===== config.mk =====
export PLATFORM = sky130hd
export DESIGN_NAME = adc_two_wire_serial_reader_flat
export DESIGN_NICKNAME = d
export VERILOG_FILES = /design/src/adcr_pkg.sv /design/src/adcr_if.sv /design/src/adcr_sample_proc.sv /design/src/adc_two_wire_serial_reader.sv /design/src/flat_wrapper.sv
export SDC_FILE = /design/constraint.sdc
export NUM_CORES = 1
export LEC_CHECK = 0
export BUFFER_PORTS_ARGS = -buffer_cell sky130_fd_sc_hd__buf_2
export CAP_MARGIN = 15
export CORE_ASPECT_RATIO = 1.75
export CORE_MARGIN = 8
export CORE_UTILIZATION = 30
export DETAILED_ROUTE_END_ITERATION = 10
export GPL_TIMING_DRIVEN = 0
export PLACE_DENSITY = 0.51
export REMOVE_ABC_BUFFERS = 1
export SLEW_MARGIN = 30
export SYNTH_ARGS = -nofsm -noshare
export SYNTH_HDL_FRONTEND = slang
export SYNTH_SLANG_ARGS = --single-unit

===== constraint.sdc =====
create_clock -name clk_i -period 11 [get_ports clk_i]
set_clock_uncertainty 0.1 [all_clocks]
set_input_delay 2.2 -clock clk_i [delete_from_list [all_inputs] [get_ports clk_i]]
set_output_delay 2.2 -clock clk_i [all_outputs]
set_load 0.02 [all_outputs]

===== src/adcr_pkg.sv =====
`timescale 1ns / 1ps
`default_nettype none
// ----------------------------------------------------------------------------
// adcr_pkg
// Types and constants shared by the two-wire converter readout block.
// ----------------------------------------------------------------------------
package adcr_pkg;

  // transaction kind held while the bus is busy
  typedef enum logic [1:0] {
    BUSY_IDLE  = 2'd0,
    BUSY_SETUP = 2'd1,
    BUSY_READ  = 2'd2
  } busy_kind_e;

  // configuration register indexes
  localparam logic [2:0] REG_DEVICE_SETUP  = 3'd0;
  localparam logic [2:0] REG_MIN_EDGE_GAP  = 3'd1;
  localparam logic [2:0] REG_HOLDOFF_TICKS = 3'd2;
  localparam logic [2:0] REG_RESULT_SHIFT  = 3'd3;
  localparam logic [2:0] REG_DEADBAND      = 3'd4;

  localparam int unsigned CFG_IDX_BITS  = 3;
  localparam int unsigned CFG_DATA_BITS = 24;
  localparam int unsigned OUT_BITS      = 24;

  // reset values of the configuration registers
  localparam logic [7:0]  RST_DEVICE_SETUP  = 8'd24;
  localparam logic [23:0] RST_MIN_EDGE_GAP  = 24'd15000;
  localparam logic [23:0] RST_HOLDOFF_TICKS = 24'd10000;
  localparam logic [4:0]  RST_RESULT_SHIFT  = 5'd6;
  localparam logic [7:0]  RST_DEADBAND      = 8'd2;

  // setup write framing
  localparam logic [7:0] CMD_BYTE     = 8'hCA;
  localparam int unsigned LEAD_CLOCKS  = 27;
  localparam int unsigned EXTRA_CLOCKS = 3;

  // result of the sample post-processing
  typedef struct packed {
    logic [OUT_BITS-1:0] value;
    logic                update;
  } adcr_sample_t;

endpackage
`default_nettype wire


===== src/adcr_if.sv =====
`timescale 1ns / 1ps
`default_nettype none
// ----------------------------------------------------------------------------
// adcr_in_if / adcr_out_if
// Valid/ready channels for tick beats in and result beats out.
// ----------------------------------------------------------------------------
interface adcr_in_if;
  logic valid;
  logic ready;
  logic line_level;

  modport source (output valid, output line_level, input ready);
  modport sink   (input valid, input line_level, output ready);
endinterface

interface adcr_out_if;
  logic                          valid;
  logic                          ready;
  logic                          clock_level;
  logic                          data_drive;
  logic                          data_enable;
  logic                          sample_valid;
  logic signed [adcr_pkg::OUT_BITS-1:0] sample_value;
  logic signed [adcr_pkg::OUT_BITS-1:0] reported_value;
  logic                          is_configured;

  modport source (output valid, output clock_level, output data_drive, output data_enable,
                  output sample_valid, output sample_value, output reported_value,
                  output is_configured, input ready);
  modport sink   (input valid, input clock_level, input data_drive, input data_enable,
                  input sample_valid, input sample_value, input reported_value,
                  input is_configured, output ready);
endinterface
`default_nettype wire


===== src/adcr_sample_proc.sv =====
`timescale 1ns / 1ps
`default_nettype none
// ----------------------------------------------------------------------------
// adcr_sample_proc
// Sign extension, arithmetic shift and deadband decision for one reading.
// ----------------------------------------------------------------------------
module adcr_sample_proc #(
  parameter int unsigned SAMPLE_BITS = 24
) (
  input  wire logic [SAMPLE_BITS-1:0]       raw_i,
  input  wire logic [4:0]                   shift_i,
  input  wire logic [7:0]                   deadband_i,
  input  wire logic [adcr_pkg::OUT_BITS-1:0] reported_i,
  output adcr_pkg::adcr_sample_t             result_o
);

  localparam int unsigned OB = adcr_pkg::OUT_BITS;
  localparam int unsigned W  = (SAMPLE_BITS > OB) ? SAMPLE_BITS : OB;

  logic signed [SAMPLE_BITS-1:0] raw_s;
  logic signed [W-1:0]           ext;
  logic signed [W-1:0]           shifted;
  logic [OB-1:0]                 nv;
  logic signed [OB:0]            diff;
  logic [OB:0]                   absd;

  always_comb begin
    raw_s   = $signed(raw_i);
    ext     = W'(raw_s);
    shifted = ext >>> shift_i;
    nv      = shifted[OB-1:0];
    // difference of two 24-bit signed values fits in 25 bits
    diff    = $signed({reported_i[OB-1], reported_i}) - $signed({nv[OB-1], nv});
    absd    = diff[OB] ? (OB+1)'(-diff) : (OB+1)'(diff);
    result_o.value  = nv;
    result_o.update = (absd >= {{(OB+1-8){1'b0}}, deadband_i});
  end

endmodule
`default_nettype wire


===== src/adc_two_wire_serial_reader.sv =====
`timescale 1ns / 1ps
`default_nettype none
// ----------------------------------------------------------------------------
// adc_two_wire_serial_reader
// Two-wire master for a sigma-delta converter: setup write, then sample reads.
// ----------------------------------------------------------------------------
//  channel  dir  beat contents
//  in_i     in   line_level, the sampled data line for one half-clock tick
//  out_o    out  clock/data line drive, sample strobe, sample, reported value
//  cfg      in   write enable, register index, write data (no read-back)
//
//  every input beat produces exactly one output beat; one beat per cycle while out_o takes each beat
//  all work for a tick is done in the cycle the beat is accepted and lands in
//  the output register, so the next beat can follow immediately
//  in_i.ready drops only while a finished beat sits unclaimed in out_o
//  reset is asynchronous, active low; no clearing pass is needed
// ----------------------------------------------------------------------------
module adc_two_wire_serial_reader #(
  parameter int unsigned SAMPLE_BITS = 24,
  parameter int unsigned COUNT_BITS  = 24
) (
  input  wire logic                                clk_i,
  input  wire logic                                rst_ni,
  adcr_in_if.sink                                  in_i,
  adcr_out_if.source                               out_o,
  input  wire logic                                cfg_we_i,
  input  wire logic [adcr_pkg::CFG_IDX_BITS-1:0]   cfg_idx_i,
  input  wire logic [adcr_pkg::CFG_DATA_BITS-1:0]  cfg_data_i
);

  localparam int unsigned OB    = adcr_pkg::OUT_BITS;
  localparam int unsigned CMP_W = (COUNT_BITS > 24) ? COUNT_BITS : 24;
  localparam logic [COUNT_BITS-1:0] COUNT_MAX = {COUNT_BITS{1'b1}};

  // clock indexes of the setup-write framing
  localparam logic [5:0] C_TURN   = 6'(adcr_pkg::LEAD_CLOCKS);
  localparam logic [5:0] C_CMD    = 6'(adcr_pkg::LEAD_CLOCKS + 2);
  localparam logic [5:0] C_HOLD   = 6'(adcr_pkg::LEAD_CLOCKS + 9);
  localparam logic [5:0] C_SETUP  = 6'(adcr_pkg::LEAD_CLOCKS + 10);
  localparam logic [5:0] C_REL    = 6'(adcr_pkg::LEAD_CLOCKS + 18);
  // read framing
  localparam logic [5:0] C_RD_END = 6'(SAMPLE_BITS);
  localparam logic [5:0] C_RD_FIN = 6'(SAMPLE_BITS + adcr_pkg::EXTRA_CLOCKS - 1);

  // configuration registers
  logic [7:0]  device_setup_q;
  logic [23:0] min_edge_gap_q;
  logic [23:0] holdoff_ticks_q;
  logic [4:0]  result_shift_q;
  logic [7:0]  deadband_q;

  always_ff @(posedge clk_i or negedge rst_ni) begin
    if (!rst_ni) begin
      device_setup_q  <= adcr_pkg::RST_DEVICE_SETUP;
      min_edge_gap_q  <= adcr_pkg::RST_MIN_EDGE_GAP;
      holdoff_ticks_q <= adcr_pkg::RST_HOLDOFF_TICKS;
      result_shift_q  <= adcr_pkg::RST_RESULT_SHIFT;
      deadband_q      <= adcr_pkg::RST_DEADBAND;
    end else if (cfg_we_i) begin
      unique case (cfg_idx_i)
        adcr_pkg::REG_DEVICE_SETUP:  device_setup_q  <= cfg_data_i[7:0];
        adcr_pkg::REG_MIN_EDGE_GAP:  min_edge_gap_q  <= cfg_data_i[23:0];
        adcr_pkg::REG_HOLDOFF_TICKS: holdoff_ticks_q <= cfg_data_i[23:0];
        adcr_pkg::REG_RESULT_SHIFT:  result_shift_q  <= cfg_data_i[4:0];
        adcr_pkg::REG_DEADBAND:      deadband_q      <= cfg_data_i[7:0];
        default: ;  // unknown index, write dropped
      endcase
    end
  end

  // transaction state
  adcr_pkg::busy_kind_e   busy_q, busy_d;
  logic [6:0]             phase_q, phase_d;
  logic                   configured_q, configured_d;
  logic [SAMPLE_BITS-1:0] capture_q, capture_d;
  logic [7:0]             shift_out_q, shift_out_d;
  logic [COUNT_BITS-1:0]  gap_cnt_q, gap_cnt_d;
  logic [COUNT_BITS-1:0]  holdoff_q, holdoff_d;
  logic                   prev_level_q, prev_level_d;
  logic [OB-1:0]          reported_q, reported_d;
  logic [OB-1:0]          last_sample_q, last_sample_d;

  // output register
  logic          out_valid_q;
  logic          clk_lvl_q, drive_q, enable_q, smp_valid_q, cfgd_q;
  logic [OB-1:0] smp_value_q, rep_value_q;

  logic accept;
  logic lvl;
  logic [5:0] clk_idx;
  logic low_tick;
  logic clk_lvl, drv, en, smp_valid, done, edge_ok;
  logic [COUNT_BITS-1:0] holdoff_load;

  adcr_pkg::adcr_sample_t proc;

  assign in_i.ready = !out_valid_q || out_o.ready;
  assign accept     = in_i.valid && in_i.ready;
  assign lvl        = in_i.line_level;
  assign clk_idx    = phase_q[6:1];
  assign low_tick   = phase_q[0];

  // post-processing of the capture word as it stands after this tick
  adcr_sample_proc #(
    .SAMPLE_BITS(SAMPLE_BITS)
  ) u_proc (
    .raw_i     (capture_d),
    .shift_i   (result_shift_q),
    .deadband_i(deadband_q),
    .reported_i(reported_q),
    .result_o  (proc)
  );

  // hold-off load saturates to the counter range
  assign holdoff_load = (CMP_W'(holdoff_ticks_q) > CMP_W'(COUNT_MAX)) ?
                        COUNT_MAX : COUNT_BITS'(holdoff_ticks_q);

  assign edge_ok = prev_level_q && !lvl && (holdoff_q == '0) &&
                   (CMP_W'(gap_cnt_q) >= CMP_W'(min_edge_gap_q));

  always_comb begin
    busy_d        = busy_q;
    phase_d       = phase_q;
    configured_d  = configured_q;
    capture_d     = capture_q;
    shift_out_d   = shift_out_q;
    holdoff_d     = holdoff_q;
    reported_d    = reported_q;
    last_sample_d = last_sample_q;
    prev_level_d  = lvl;
    clk_lvl       = 1'b0;
    drv           = 1'b0;
    en            = 1'b0;
    smp_valid     = 1'b0;
    done          = 1'b0;
    gap_cnt_d     = (gap_cnt_q == COUNT_MAX) ? gap_cnt_q : gap_cnt_q + 1'b1;

    unique case (busy_q)
      adcr_pkg::BUSY_SETUP: begin
        clk_lvl = !low_tick;
        if (clk_idx < C_TURN) begin
          en = 1'b0;                       // lead-in clocks, line released
        end else if (clk_idx < C_CMD) begin
          en = 1'b1;                       // turnaround, drive low
        end else if (clk_idx < C_HOLD) begin
          en  = 1'b1;                      // command bits msb first
          drv = shift_out_q[7];
          if (low_tick) shift_out_d = {shift_out_q[6:0], 1'b0};
        end else if (clk_idx < C_SETUP) begin
          en  = 1'b1;                      // hold last command bit
          drv = adcr_pkg::CMD_BYTE[1];
          if (low_tick) shift_out_d = device_setup_q;
        end else if (clk_idx < C_REL) begin
          en  = 1'b1;                      // setup byte msb first
          drv = shift_out_q[7];
          if (low_tick) shift_out_d = {shift_out_q[6:0], 1'b0};
        end else begin
          en = 1'b0;                       // final clock, line released
          if (low_tick) begin
            configured_d = 1'b1;
            done         = 1'b1;
          end
        end
      end
      adcr_pkg::BUSY_READ: begin
        clk_lvl = !low_tick;
        if (low_tick && (clk_idx < C_RD_END)) begin
          capture_d = {capture_q[SAMPLE_BITS-2:0], lvl};
        end
        if (low_tick && (clk_idx >= C_RD_FIN)) begin
          last_sample_d = proc.value;
          if (proc.update) reported_d = proc.value;
          smp_valid = 1'b1;
          done      = 1'b1;
        end
      end
      default: begin
        busy_d = adcr_pkg::BUSY_IDLE;
        if (edge_ok) begin
          busy_d      = configured_q ? adcr_pkg::BUSY_READ : adcr_pkg::BUSY_SETUP;
          phase_d     = '0;
          shift_out_d = adcr_pkg::CMD_BYTE;
          capture_d   = '0;
          gap_cnt_d   = '0;
        end else if (holdoff_q != '0) begin
          holdoff_d = holdoff_q - 1'b1;
        end
      end
    endcase

    if (busy_q == adcr_pkg::BUSY_SETUP || busy_q == adcr_pkg::BUSY_READ) begin
      if (done) begin
        busy_d    = adcr_pkg::BUSY_IDLE;
        phase_d   = '0;
        holdoff_d = holdoff_load;
      end else begin
        phase_d = phase_q + 1'b1;
      end
    end
  end

  // state advances only on an accepted tick
  always_ff @(posedge clk_i or negedge rst_ni) begin
    if (!rst_ni) begin
      busy_q        <= adcr_pkg::BUSY_IDLE;
      phase_q       <= '0;
      configured_q  <= 1'b0;
      capture_q     <= '0;
      shift_out_q   <= '0;
      gap_cnt_q     <= COUNT_MAX;
      holdoff_q     <= '0;
      prev_level_q  <= 1'b1;
      reported_q    <= '0;
      last_sample_q <= '0;
    end else if (accept) begin
      busy_q        <= busy_d;
      phase_q       <= phase_d;
      configured_q  <= configured_d;
      capture_q     <= capture_d;
      shift_out_q   <= shift_out_d;
      gap_cnt_q     <= gap_cnt_d;
      holdoff_q     <= holdoff_d;
      prev_level_q  <= prev_level_d;
      reported_q    <= reported_d;
      last_sample_q <= last_sample_d;
    end
  end

  // output beat valid flag
  always_ff @(posedge clk_i or negedge rst_ni) begin
    if (!rst_ni) begin
      out_valid_q <= 1'b0;
    end else if (accept) begin
      out_valid_q <= 1'b1;
    end else if (out_o.ready) begin
      out_valid_q <= 1'b0;
    end
  end

  // output payload, loaded with each accepted tick
  always_ff @(posedge clk_i) begin
    if (accept) begin
      clk_lvl_q   <= clk_lvl;
      drive_q     <= drv & en;
      enable_q    <= en;
      smp_valid_q <= smp_valid;
      smp_value_q <= last_sample_d;
      rep_value_q <= reported_d;
      cfgd_q      <= configured_d;
    end
  end

  assign out_o.valid          = out_valid_q;
  assign out_o.clock_level    = clk_lvl_q;
  assign out_o.data_drive     = drive_q;
  assign out_o.data_enable    = enable_q;
  assign out_o.sample_valid   = smp_valid_q;
  assign out_o.sample_value   = $signed(smp_value_q);
  assign out_o.reported_value = $signed(rep_value_q);
  assign out_o.is_configured  = cfgd_q;

endmodule
`default_nettype wire


===== src/flat_wrapper.sv =====
// flat-port wrapper written by rule: the top's interface ports become plain ports
module adc_two_wire_serial_reader_flat 
#(
  parameter int unsigned SAMPLE_BITS = 24,
  parameter int unsigned COUNT_BITS  = 24
)
  (clk_i, rst_ni, cfg_we_i, cfg_idx_i, cfg_data_i, in_i_valid, in_i_line_level, in_i_ready, out_o_valid, out_o_clock_level, out_o_data_drive, out_o_data_enable, out_o_sample_valid, out_o_sample_value, out_o_reported_value, out_o_is_configured, out_o_ready);
  adcr_in_if in_i_i ();
  adcr_out_if out_o_i ();
  input  wire logic clk_i;
  input  wire logic rst_ni;
  input  wire logic cfg_we_i;
  input  wire logic [adcr_pkg::CFG_IDX_BITS-1:0] cfg_idx_i;
  input  wire logic [adcr_pkg::CFG_DATA_BITS-1:0] cfg_data_i;
  input wire logic [$bits(in_i_i.valid)-1:0] in_i_valid;
  input wire logic [$bits(in_i_i.line_level)-1:0] in_i_line_level;
  output wire logic [$bits(in_i_i.ready)-1:0] in_i_ready;
  output wire logic [$bits(out_o_i.valid)-1:0] out_o_valid;
  output wire logic [$bits(out_o_i.clock_level)-1:0] out_o_clock_level;
  output wire logic [$bits(out_o_i.data_drive)-1:0] out_o_data_drive;
  output wire logic [$bits(out_o_i.data_enable)-1:0] out_o_data_enable;
  output wire logic [$bits(out_o_i.sample_valid)-1:0] out_o_sample_valid;
  output wire logic [$bits(out_o_i.sample_value)-1:0] out_o_sample_value;
  output wire logic [$bits(out_o_i.reported_value)-1:0] out_o_reported_value;
  output wire logic [$bits(out_o_i.is_configured)-1:0] out_o_is_configured;
  input wire logic [$bits(out_o_i.ready)-1:0] out_o_ready;
  assign in_i_i.valid = in_i_valid;
  assign in_i_i.line_level = in_i_line_level;
  assign in_i_ready = in_i_i.ready;
  assign out_o_valid = out_o_i.valid;
  assign out_o_clock_level = out_o_i.clock_level;
  assign out_o_data_drive = out_o_i.data_drive;
  assign out_o_data_enable = out_o_i.data_enable;
  assign out_o_sample_valid = out_o_i.sample_valid;
  assign out_o_sample_value = out_o_i.sample_value;
  assign out_o_reported_value = out_o_i.reported_value;
  assign out_o_is_configured = out_o_i.is_configured;
  assign out_o_i.ready = out_o_ready;
  adc_two_wire_serial_reader #(.SAMPLE_BITS(SAMPLE_BITS), .COUNT_BITS(COUNT_BITS)) u_core (.clk_i(clk_i), .rst_ni(rst_ni), .in_i(in_i_i), .out_o(out_o_i), .cfg_we_i(cfg_we_i), .cfg_idx_i(cfg_idx_i), .cfg_data_i(cfg_data_i));
endmodule

---- Word level (Yosys, flattened, before mapping) ----
Index checks and enable logic that the tools add are counted.
word-level totals
  logic and storage cells ................. 143
  register bits after elaboration ......... 262
  input bits .............................. 33
operators by class
  shift-type cells ........................ 1
  reduce and logical (&&, ||, !) cells .... 25
  bitwise operators ....................... 2
  eq/ne operators ......................... 12
  $add $sub $neg .......................... 5
  magnitude comparators ................... 10
  mux-type cells .......................... 65
operator list
  kind                                                 number
  2-to-1 mux 24 bit                                    16
  2-to-1 mux 8 bit                                     8
  case mux 24 bit (2 select lines)                     1
  2-to-1 mux 1 bit                                     28
  2-to-1 mux 7 bit                                     4
  greater-or-equal comparator 25 x 8 -> 1 bit          1
  2-to-1 mux 25 bit                                    1
  negation 25 bit                                      1
  subtractor 24 x 24 -> 25 bit                         1
  adder 24 x 1 -> 24 bit (second input constant)       1
  == test 24 bit (second input constant)               1
  greater-or-equal comparator 24 bit                   1
  > comparator 24 bit (second input constant)          1
  zero test 24 bit                                     1
  nonzero test 24 bit                                  1
  >>> shifter 24 x 5 -> 24 bit                         1
  subtractor 24 x 1 -> 24 bit (second input constant)  1
  < comparator 6 x 5 -> 1 bit (second input constant)  3
  < comparator 6 bit (second input constant)           3
  case mux 8 bit (2 select lines)                      1
  2-to-1 mux 2 bit                                     5
  AND reduction 2 bit                                  5
  adder 7 x 1 -> 7 bit (second input constant)         1
  AND reduction 7 bit                                  1
  other kinds (20)                                     32

---- Longest topological paths before layout ----
Gate-level depths: netlist of run 1.
  depth after elaboration ................. 14
  gate-level depth with buffers ........... 40
  depth with buffers taken out ............ 33

---- Cells and area by module ----
Synthesis of run 1 repeated with hierarchy kept, for this count alone.
unflattened totals
  cell total of the unflattened synthesis .. 1641
  area, all modules ....................... 16061.7 sq um
modules (own cells, without submodules)
  module                      cells an instance  area each (sq um)  seq. area each (sq um)  instances
  adc_two_wire_serial_reader  1082               12278.0            6874.1                  1
  adcr_sample_proc            559                3783.6             0.0                     1

---- Worst setup path after synthesis of run 1 ----
OpenSTA, ideal clock, no wires.
  kind .................................... input port to flip-flop
  from .................................... input in_i_line_level
  to ...................................... register u_core.rep_value_q[2] (netlist: u_core.out_o.reported_value[2]), data pin
  arrival ................................. 8.867 ns
  library setup time ...................... 0.275 ns
  setup slack ............................. 1.758 ns
  stages on the path ...................... 31
  cell sequence ........................... nand4b_1 -> or3_1 -> o21bai_1 -> a31oi_1 -> mux2_2 -> mux2i_1 -> a211oi_1 -> o21bai_1 -> inv_1 -> ha_1 -> fa_1 -> nand2b_1 -> a21o_1 -> a211oi_1 -> o21ai_0 -> a31oi_1 -> clkbuf_1 -> nor2_1 -> xnor2_1 -> ha_1 -> a21o_1 -> a21o_1 -> a21o_1 -> a21o_1 -> a21o_1 -> a2111oi_2 -> o2111ai_4 -> clkbuf_1 -> clkbuf_1 -> o32ai_1 -> a31oi_1
between the ends
  cells in the longest elaborated chain, start to end .. 14
  elaborated cells between the ends (all ways) .. 15
  those cells by class .................... 2 x add/sub; 1 x order compare; 1 x shift; 7 x mux; 4 x reduce/logical
RTL lines
  item                                         line                               source
  start: declaration                           flat_wrapper.sv:16                 input wire logic [$bits(in_i_i.line_level)-1:0] in_i_line_level;
  zero test 1 bit                              adc_two_wire_serial_reader.sv:118  assign edge_ok = prev_level_q && !lvl && (holdoff_q == '0) &&
  logical AND 1 bit (3 in a row)               adc_two_wire_serial_reader.sv:118
  2-to-1 mux 24 bit                            adc_two_wire_serial_reader.sv:179  if (edge_ok) begin
  case mux 24 bit (2 select lines) (*)         adc_two_wire_serial_reader.sv:138  unique case (busy_q)
  >>> shifter 24 x 5 -> 24 bit (*)             adcr_sample_proc.sv:30             shifted = ext >>> shift_i;
  subtractor 24 x 24 -> 25 bit                 adcr_sample_proc.sv:33             diff = $signed({reported_i[OB-1], reported_i}) - $signed({nv[OB-1], nv});
  negation 25 bit                              adcr_sample_proc.sv:34             absd = diff[OB] ? (OB+1)'(-diff) : (OB+1)'(diff);
  2-to-1 mux 25 bit                            adcr_sample_proc.sv:34
  greater-or-equal comparator 25 x 8 -> 1 bit  adcr_sample_proc.sv:36             result_o.update = (absd >= {{(OB+1-8){1'b0}}, deadband_i});
  2-to-1 mux 24 bit (*)                        adc_two_wire_serial_reader.sv:172  if (proc.update) reported_d = proc.value;
  2-to-1 mux 24 bit (*)                        adc_two_wire_serial_reader.sv:170  if (low_tick && (clk_idx >= C_RD_FIN)) begin
  2-to-1 mux 24 bit (*)                        adc_two_wire_serial_reader.sv:138
  via u_core.reported_d[2]                     adc_two_wire_serial_reader.sv:80   logic [OB-1:0] reported_q, reported_d;
  end signal: assignment                       adc_two_wire_serial_reader.sv:248  rep_value_q <= reported_d;
  end: declaration                             adc_two_wire_serial_reader.sv:86   logic [OB-1:0] smp_value_q, rep_value_q;
Mark *: on every way through the listed nets, which the timed path passes. The rest lies on a longest branch.
A chain may end at the register's enable or synchronous reset.

---- Final worst setup path of run 1 ----
  from .................................... register u_core.gap_cnt_q[21]
  to ...................................... register u_core.rep_value_q[0] (netlist: u_core.out_o.reported_value[0]), data pin
between the ends
  cells in the longest elaborated chain, start to end .. 12
RTL lines
  item                                         line                               source
  start: declaration                           adc_two_wire_serial_reader.sv:77   logic [COUNT_BITS-1:0] gap_cnt_q, gap_cnt_d;
  start signal: assignment                     adc_two_wire_serial_reader.sv:221  gap_cnt_q <= gap_cnt_d;
  greater-or-equal comparator 24 bit (*)       adc_two_wire_serial_reader.sv:119  (CMP_W'(gap_cnt_q) >= CMP_W'(min_edge_gap_q));
  logical AND 1 bit (*)                        adc_two_wire_serial_reader.sv:118
  2-to-1 mux 24 bit (*)                        adc_two_wire_serial_reader.sv:179
  case mux 24 bit (2 select lines) (*)         adc_two_wire_serial_reader.sv:138
  >>> shifter 24 x 5 -> 24 bit (*)             adcr_sample_proc.sv:30
  subtractor 24 x 24 -> 25 bit                 adcr_sample_proc.sv:33
  negation 25 bit                              adcr_sample_proc.sv:34
  2-to-1 mux 25 bit                            adcr_sample_proc.sv:34
  greater-or-equal comparator 25 x 8 -> 1 bit  adcr_sample_proc.sv:36
  2-to-1 mux 24 bit (*)                        adc_two_wire_serial_reader.sv:172
  2-to-1 mux 24 bit (*)                        adc_two_wire_serial_reader.sv:170
  2-to-1 mux 24 bit (*)                        adc_two_wire_serial_reader.sv:138
  via u_core.reported_d[0]                     adc_two_wire_serial_reader.sv:80
Marks and branches as above.

==> flow_summary_export.csv, run 1 <==
group,metric,value,unit
sta,slew_headroom,0.272,
layout,seq_area,6880,um2
layout,final_util,0.345,
place,placedCellCount,2685,
clock_tree,clkLatencyLatePin,0.59,ns
clock_tree,cts_tree,"built",
sta,tightest_slew,1.08,ns
yosys,synth-seq-cells,262,
clock_tree,cts-buffers-inserted,29,
critical_path,crit_fanout,32,
layout,fillerInstances,5992,
sta,drv_slew,0,
status,status,"completed",
hold_path,worstHoldPathType,"reg2reg",
layout,multi_input_area,9650,um2
die,floorplan.initialDensity,0.301,
yosys,synthAdderAreaFrac,0.0465,
yosys,ys_async_sr_fraction,0.798,
sta,fmax,0.0943,GHz
global_route,grt_pass1_wl,87900,um
critical_path,path_buf_inv,3,
yosys,seq_area_frac_synth,0.401,
yosys,syn_area,17100,um2
layout,finalNetCount,2053,
critical_path,startpoint_type,"register",
route,dr_total_vias,15300,
sta,rsz0062_at_grt,"false",
critical_path,crit_required,11.24,ns
route,final_antenna_net_count,0,
critical_path,cp_top_family,"compound AO/OA/AOI/OAI gates",
yosys,synthDistinctLibCells,96,
critical_path,crit_type,"reg2reg",
power_and_ir_drop,leakage,7.75,nW
yosys,synth_compound_area_frac,0.247,
critical_path,r2r_setup_slack,0.40,ns
global_route,grt_pass1_vias,15200,
die,ioPinCount,88,
sta,hold_viol_final,0,
critical_path,slowest_stage,"or4_1",
global_route,grt_max_degree,77,
global_route,grt.total_usage,0.169,
yosys,synth_warnings,0,
yosys,yosys.area_share.simple,0.179,
critical_path,crit_top_cell,"a21o_1",
yosys,synth_ff_type,"dfrtp_1",
clock_tree,cts-root-buf,"clkbuf_16",
yosys,synth-edff-count,53,
layout,fin_cells,2747,
yosys,synth.area.mux_share,0.0530,
die,die_w,197,um
flow_run,maxCapViolCount,0,
clock_tree,cts.path.max_buffers,3,
route,via_per_inst,5.58,
place,gp_congestion,0.896,
layout,syn_to_final_growth,14.5,%
yosys,synth.avg_cell_area,8.86,um2
route,drc,0,
die,fp.dieArea,65300,um2
clock_tree,holdBufCountCts,0,
sta,min_period,10.60,ns
layout,fin_area,19600,um2
die,die_y,332,um
yosys,synth_xor_area_frac,0.0235,
power_and_ir_drop,max-vdd-ir-drop,0.000124,V
route,routed_wl,57100,um
place,hpwlAfterDp,42700,um
power_and_ir_drop,power_density,195,nW/um2
die,core,56900,um2
route,wl_per_cell,20.8,um
yosys,postSynthCellCount,1933,
clock_tree,cts.sinks,262,
critical_path,cp-end-kind,"register",
clock_tree,clkTransAtPathRegs,0.07,ns
die,core.rowCount,116,
global_route,grt.overflow.total,0,
sta,setup_violations,0,
clock_tree,h-tree-depth,1,
layout,antennaDiodeCount,0,
route,drtIter0Drc,958,
critical_path,worstPathArrival,10.84,ns
global_route,antenna_found_initial,1,
place,io_buffers,87,
layout,drive_above_1_share,0.168,
yosys,synth_top_family_by_area,"compound AO/OA/AOI/OAI gates",
critical_path,max_stage_delay,0.74,ns
place,place_area,18500,um2
sta,min_period_over_period,0.964,
route,drt_pass1_iterations,5,
==> final timing paths <==
path | cells after the start | endpoint | startpoint
worst max register to register | 34 | u_core.out_o.reported_value[0]$_DFFE_PP_ | u_core.gap_cnt_q[21]$_DFFE_PN1P_
min in group asynchronous | 1 | u_core.last_sample_q[21]$_DFFE_PN0P_ | rst_ni
worst max-delay path | 34 | u_core.out_o.reported_value[0]$_DFFE_PP_ | u_core.gap_cnt_q[21]$_DFFE_PN1P_
worst min register to register | 2 | u_core.prev_level_q$_DFFE_PN1P_ | u_core.prev_level_q$_DFFE_PN1P_
worst min-delay path | 2 | u_core.prev_level_q$_DFFE_PN1P_ | u_core.prev_level_q$_DFFE_PN1P_
max in group asynchronous | 2 | u_core.gap_cnt_q[3]$_DFFE_PN1P_ | rst_ni
==> kinds of logic (layout without fill, tap and decap cells) <==
group | after synthesis | after routing
AO/OA/AOI/OAI | 608 | 609
XOR/XNOR | 46 | 46
adder cells (fa/ha/maj) | 63 | 63
buffers and inverters | 215 | 261
flip-flops | 262 | 262
multiplexers | 78 | 78
AND/OR/NAND/NOR | 661 | 661
==> worst register-to-register path, delay by kind of cell, from the launching register on <==
family | cells | cell delay, ns
compound gates | 20 | 5.69
flops | 1 | 0.58
simple gates | 5 | 1.91
fa+ha+maj | 4 | 1.10
buf+inv | 3 | 0.60
mux | 2 | 0.40
==> sequential cells by signal, indices dropped and copies added, names as in the netlist, 2 cells and up <==
register,cells
u_core.busy_q,2
u_core.last_sample_q,24
u_core.reported_q,24
u_core.phase_q,7
u_core.holdoff_ticks_q,24
u_core.out_o.sample_value,24
u_core.shift_out_q,8
u_core.out_o.reported_value,24
u_core.result_shift_q,5
u_core.device_setup_q,8
u_core.capture_q,24
u_core.holdoff_q,24
u_core.gap_cnt_q,24
u_core.min_edge_gap_q,24
u_core.deadband_q,8
==> layout by cell type, fill, tap and decap left out, types with 15 or more instances in the layout <==
master,n
nor3_1,35
mux2_2,52
a31oi_1,38
nand3_1,44
o21ai_0,143
a2111o_1,16
dfstp_2,42
buf_2,89
nor2_1,164
ha_1,61
a211oi_1,17
nor4_1,16
inv_1,84
a21o_1,21
clkbuf_16,29
xor2_1,27
nand4_1,25
nand2_1,257
a21oi_1,124
mux2i_1,20
dfrtp_1,165
o32ai_1,23
edfxtp_1,53
xnor2_1,18
o31ai_1,16
or3_1,17
o211ai_1,15
==> per-stage QoR <==
stage               setup slack [ns]  hold slack (ns)  TNS [ns]  power [W]
floorplan                      0.957            0.344         0    0.00226
global route                  0.0468            0.388         0    0.00404
CTS                          0.00674            0.372         0    0.00380
finish                         0.399            0.371         0    0.00382
global placement               -3.16            0.354   -113.64    0.00273
detailed placement             -1.25            0.361    -39.94    0.00280
==> metal layers <==
metal,track usage,part of all wire,vias up
met4,0.0986,0.057,0
met3,0.0181,0.037,133
li1,-,-,7270
met2,0.319,0.53,435
met1,0.177,0.38,7481
met5,0,0,-
==> area by class of cell <==
| type | count | share of cell area |
|---|---|---|
| multi-input cells | 1457 | 0.492 |
| flip-flops and latches | 262 | 0.351 |
| well taps | 767 | 0.0490 |
| repair buffers | 118 | 0.0437 |
| clock buffers | 37 | 0.0385 |
| inverters | 89 | 0.0174 |
| clock inverters | 17 | 0.00823 |
==> Yosys cell counts (11+ instances only) <==
master    instances  share of area
a2111o_1         16          0.011
a211oi_1         20         0.0088
a21o_1           21         0.0092
a21oi_1         124          0.036
a221oi_1         13         0.0066
a22o_1           11         0.0056
a22oi_1          13         0.0057
a31oi_1          41          0.015
and3_1           14         0.0051
clkbuf_1        105          0.023
dfrtp_1         167           0.24
dfstp_2          42          0.064
edfxtp_1         53          0.093
ha_1             62          0.045
inv_1            86          0.019
mux2_2           52          0.034
mux2i_1          21          0.012
nand2_1         260          0.057
nand3_1          44          0.013
nand4_1          25         0.0091
nor2_1          166          0.036
nor3_1           38          0.011
nor4_1           16         0.0058
o211ai_1         15         0.0066
o21ai_0         144          0.042
o22ai_1          12         0.0044
o31ai_1          16         0.0070
o32ai_1          23          0.012
or3_1            18         0.0066
or4_1            13         0.0057
xnor2_1          19         0.0097
xor2_1           27          0.014
==> report_power, final <==
group	internal (W)	total [W]	switching, W	leakage, nW
registers	0.00112	0.00122	0.000101	3.05
logic	0.000584	0.00162	0.00104	4.26
clock network	0.000538	0.000981	0.000443	0.445
total	0.00224	0.00382	0.00158	7.75
==> timing repair <==
| action | in CTS | in global routing |
|---|---|---|
| pin swaps | 0 | 2 |
| buffers inserted | 0 | 7 |
| gates cloned | 0 | 1 |
| gates resized for setup | 6 | 3 |
| setup endpoints to repair | 48 | 46 |
No activity file was read; power rests on OpenSTA's default activity.
==> run 2: changes to the inputs <==
--- a/config.mk
+++ b/config.mk
@@ -5,7 +5,7 @@
 export SDC_FILE = /design/constraint.sdc
 export NUM_CORES = 1
 export LEC_CHECK = 0
-export BUFFER_PORTS_ARGS = -buffer_cell sky130_fd_sc_hd__buf_2
+export BUFFER_PORTS_ARGS = -buffer_cell sky130_fd_sc_hd__clkbuf_2
 export CAP_MARGIN = 15
 export CORE_ASPECT_RATIO = 1.75
 export CORE_MARGIN = 8
==> flow_summary_export.csv, run 2 (synthesized netlist as in run 1, its figures left out) <==
group,metric,value,unit
status,status,"completed",
sta,slew_headroom,0.337,
clock_tree,cts.path.max_buffers,3,
critical_path,reg2reg_to,"u_core.out_o.reported_value[0]$_DFFE_PP_",
clock_tree,clkLatencyLatePin,0.58,ns
power_and_ir_drop,totalPowerFinal,0.00381,W
clock_tree,cts_tree,"built",
place,pre_cts_slack,-1.28,ns
layout,finalNetCount,2052,
die,core.rowCount,116,
critical_path,r2r_setup_slack,0.61,ns
hold_path,min_path_cells,2,
sta,setup_violations,0,
power_and_ir_drop,max-vdd-ir-drop,0.000127,V
clock_tree,clkTransAtPathRegs,0.06,ns
route,wl_per_cell,20.8,um
global_route,antenna_found_initial,0,
place,io_buffers,87,
hold_path,min_to,"u_core.prev_level_q$_DFFE_PN1P_",
critical_path,startpoint_type,"register",
critical_path,worstPathArrival,10.64,ns
place,placedCellCount,2688,
die,die_w,197,um
sta,finalSetupTns,0,ns
sta,drv_slew,0,
route,routed_wl,57000,um
sta,rsz0062_at_grt,"false",
layout,syn_to_final_growth,15.0,%
sta,min_period_over_period,0.945,
critical_path,timing.rr.start,"u_core.gap_cnt_q[21]$_DFFE_PN1P_",
die,core,56900,um2
place,hpwlAfterDp,43400,um
layout,drive_above_1_share,0.173,
route,final_antenna_net_count,0,
hold_path,worstHoldPathType,"reg2reg",
power_and_ir_drop,power_density,193,nW/um2
global_route,grt_max_degree,73,
critical_path,crit_type,"reg2reg",
die,die_y,332,um
critical_path,slowest_stage,"or4_1",
route,via_per_inst,5.52,
clock_tree,cts-root-buf,"clkbuf_16",
layout,fin_cells,2746,
critical_path,cp-end-kind,"register",
place,place_area,18600,um2
layout,fin_area,19700,um2
hold_path,worstHoldStart,"u_core.prev_level_q$_DFFE_PN1P_",
sta,fmax,0.0962,GHz
sta,min_period,10.39,ns
layout,final_common_cell,"nand2_1",
layout,antennaDiodeCount,0,
critical_path,crit_fanout,32,
place,gp_congestion,0.904,
clock_tree,h-tree-depth,1,
sta,fin_ws,0.610,ns
layout,seq_area,6880,um2
global_route,grt.overflow.total,0,
critical_path,max_stage_delay,0.73,ns
global_route,grt_pass1_vias,15500,
critical_path,rr_worst_depth,34,
critical_path,crit_required,11.25,ns
global_route,grt.total_usage,0.171,
critical_path,crit_top_cell,"a21o_1",
global_route,grt_pass1_wl,89100,um
sta,hold_viol_final,0,
route,dr_total_vias,15200,
power_and_ir_drop,leakage,7.80,nW
flow_run,maxCapViolCount,0,
die,ioPinCount,88,
clock_tree,cts.sinks,262,
sta,tightest_slew,0.970,ns
route,drc,0,
layout,final_cell_mix,"nand2_1, dfrtp_1, nor2_1",
route,drt_pass1_iterations,5,
die,fp.dieArea,65300,um2
clock_tree,cts-buffers-inserted,29,
die,floorplan.initialDensity,0.301,
layout,fillerInstances,5965,
route,drtIter0Drc,909,
layout,multi_input_area,9650,um2
[run 2: cell count changes in the layout (fill, tap and decap cells not counted), sizes merged]
cell / before / now
clkinv: 12 / 9
o2111a: 9 / 8
clkinvlp: 2 / 4
inv: 90 / 92
clkbuf: 37 / 124
bufinv: 2 / 1
buf: 118 / 31
[run 2: layer usage]
metal | GRT usage | vias to the layer above | wire length (um)
li1 | - | 7255 | -
met1 | 0.175 | 7408 | 21000
met2 | 0.333 | 369 | 31300
met3 | 0.0194 | 131 | 1930
met4 | 0.0857 | 0 | 2850
met5 | 0 | - | 0
[run 2: worst max path at each step]
stage                                          start                                         to  cells after the start
detailed placement                   in_i_line_level   u_core.out_o.reported_value[4]$_DFFE_PP_                     31
floorplan                            in_i_line_level  u_core.out_o.reported_value[10]$_DFFE_PP_                     28
CTS                    u_core.phase_q[0]$_DFFE_PN0P_   u_core.out_o.reported_value[0]$_DFFE_PP_                     29
global route        u_core.gap_cnt_q[21]$_DFFE_PN1P_   u_core.out_o.reported_value[0]$_DFFE_PP_                     34
global placement                     in_i_line_level  u_core.out_o.reported_value[10]$_DFFE_PP_                     27
finish              u_core.gap_cnt_q[21]$_DFFE_PN1P_   u_core.out_o.reported_value[0]$_DFFE_PP_                     34
[run 2: where the power goes]
group	total [W]	switching, W	internal [W]	leakage [nW]
registers	0.00122	0.000101	0.00112	3.05
logic	0.00160	0.00103	0.000575	4.29
clock network	0.000987	0.000440	0.000547	0.459
total	0.00381	0.00157	0.00224	7.80
[run 2: cell type report]
class | instances | area share
multi-input combinational | 1456 | 0.490
sequential | 262 | 0.349
tap | 767 | 0.0487
timing repair buffer | 118 | 0.0471
clock buffer | 37 | 0.0409
inverter | 89 | 0.0173
clock inverter | 17 | 0.00724
[run 2: worst max-delay path, delay by kind of cell, from the launching register on]
kind	cells	cell delay [ns]
compound gates	19	5.44
buf+inv	3	0.44
flops	1	0.58
simple gates	6	2.19
fa+ha+maj	4	1.11
mux	2	0.26
[run 2: metrics by stage]
stage,util,hold WS [ns]
2_1_floorplan,-,0.344
3_3_place_gp,0.317,0.353
3_5_place_dp,0.328,0.362
4_1_cts,0.345,0.374
5_1_grt,0.346,0.389
6_report,0.346,0.369
[run 2: what timing repair did]
action | in CTS | in global routing
gates cloned | 0 | 0
pin swaps | 2 | 1
endpoints found under the setup margin | 48 | 26
buffers inserted | 2 | 2
hold buffers | 0 | 0
resized for setup | 8 | 3
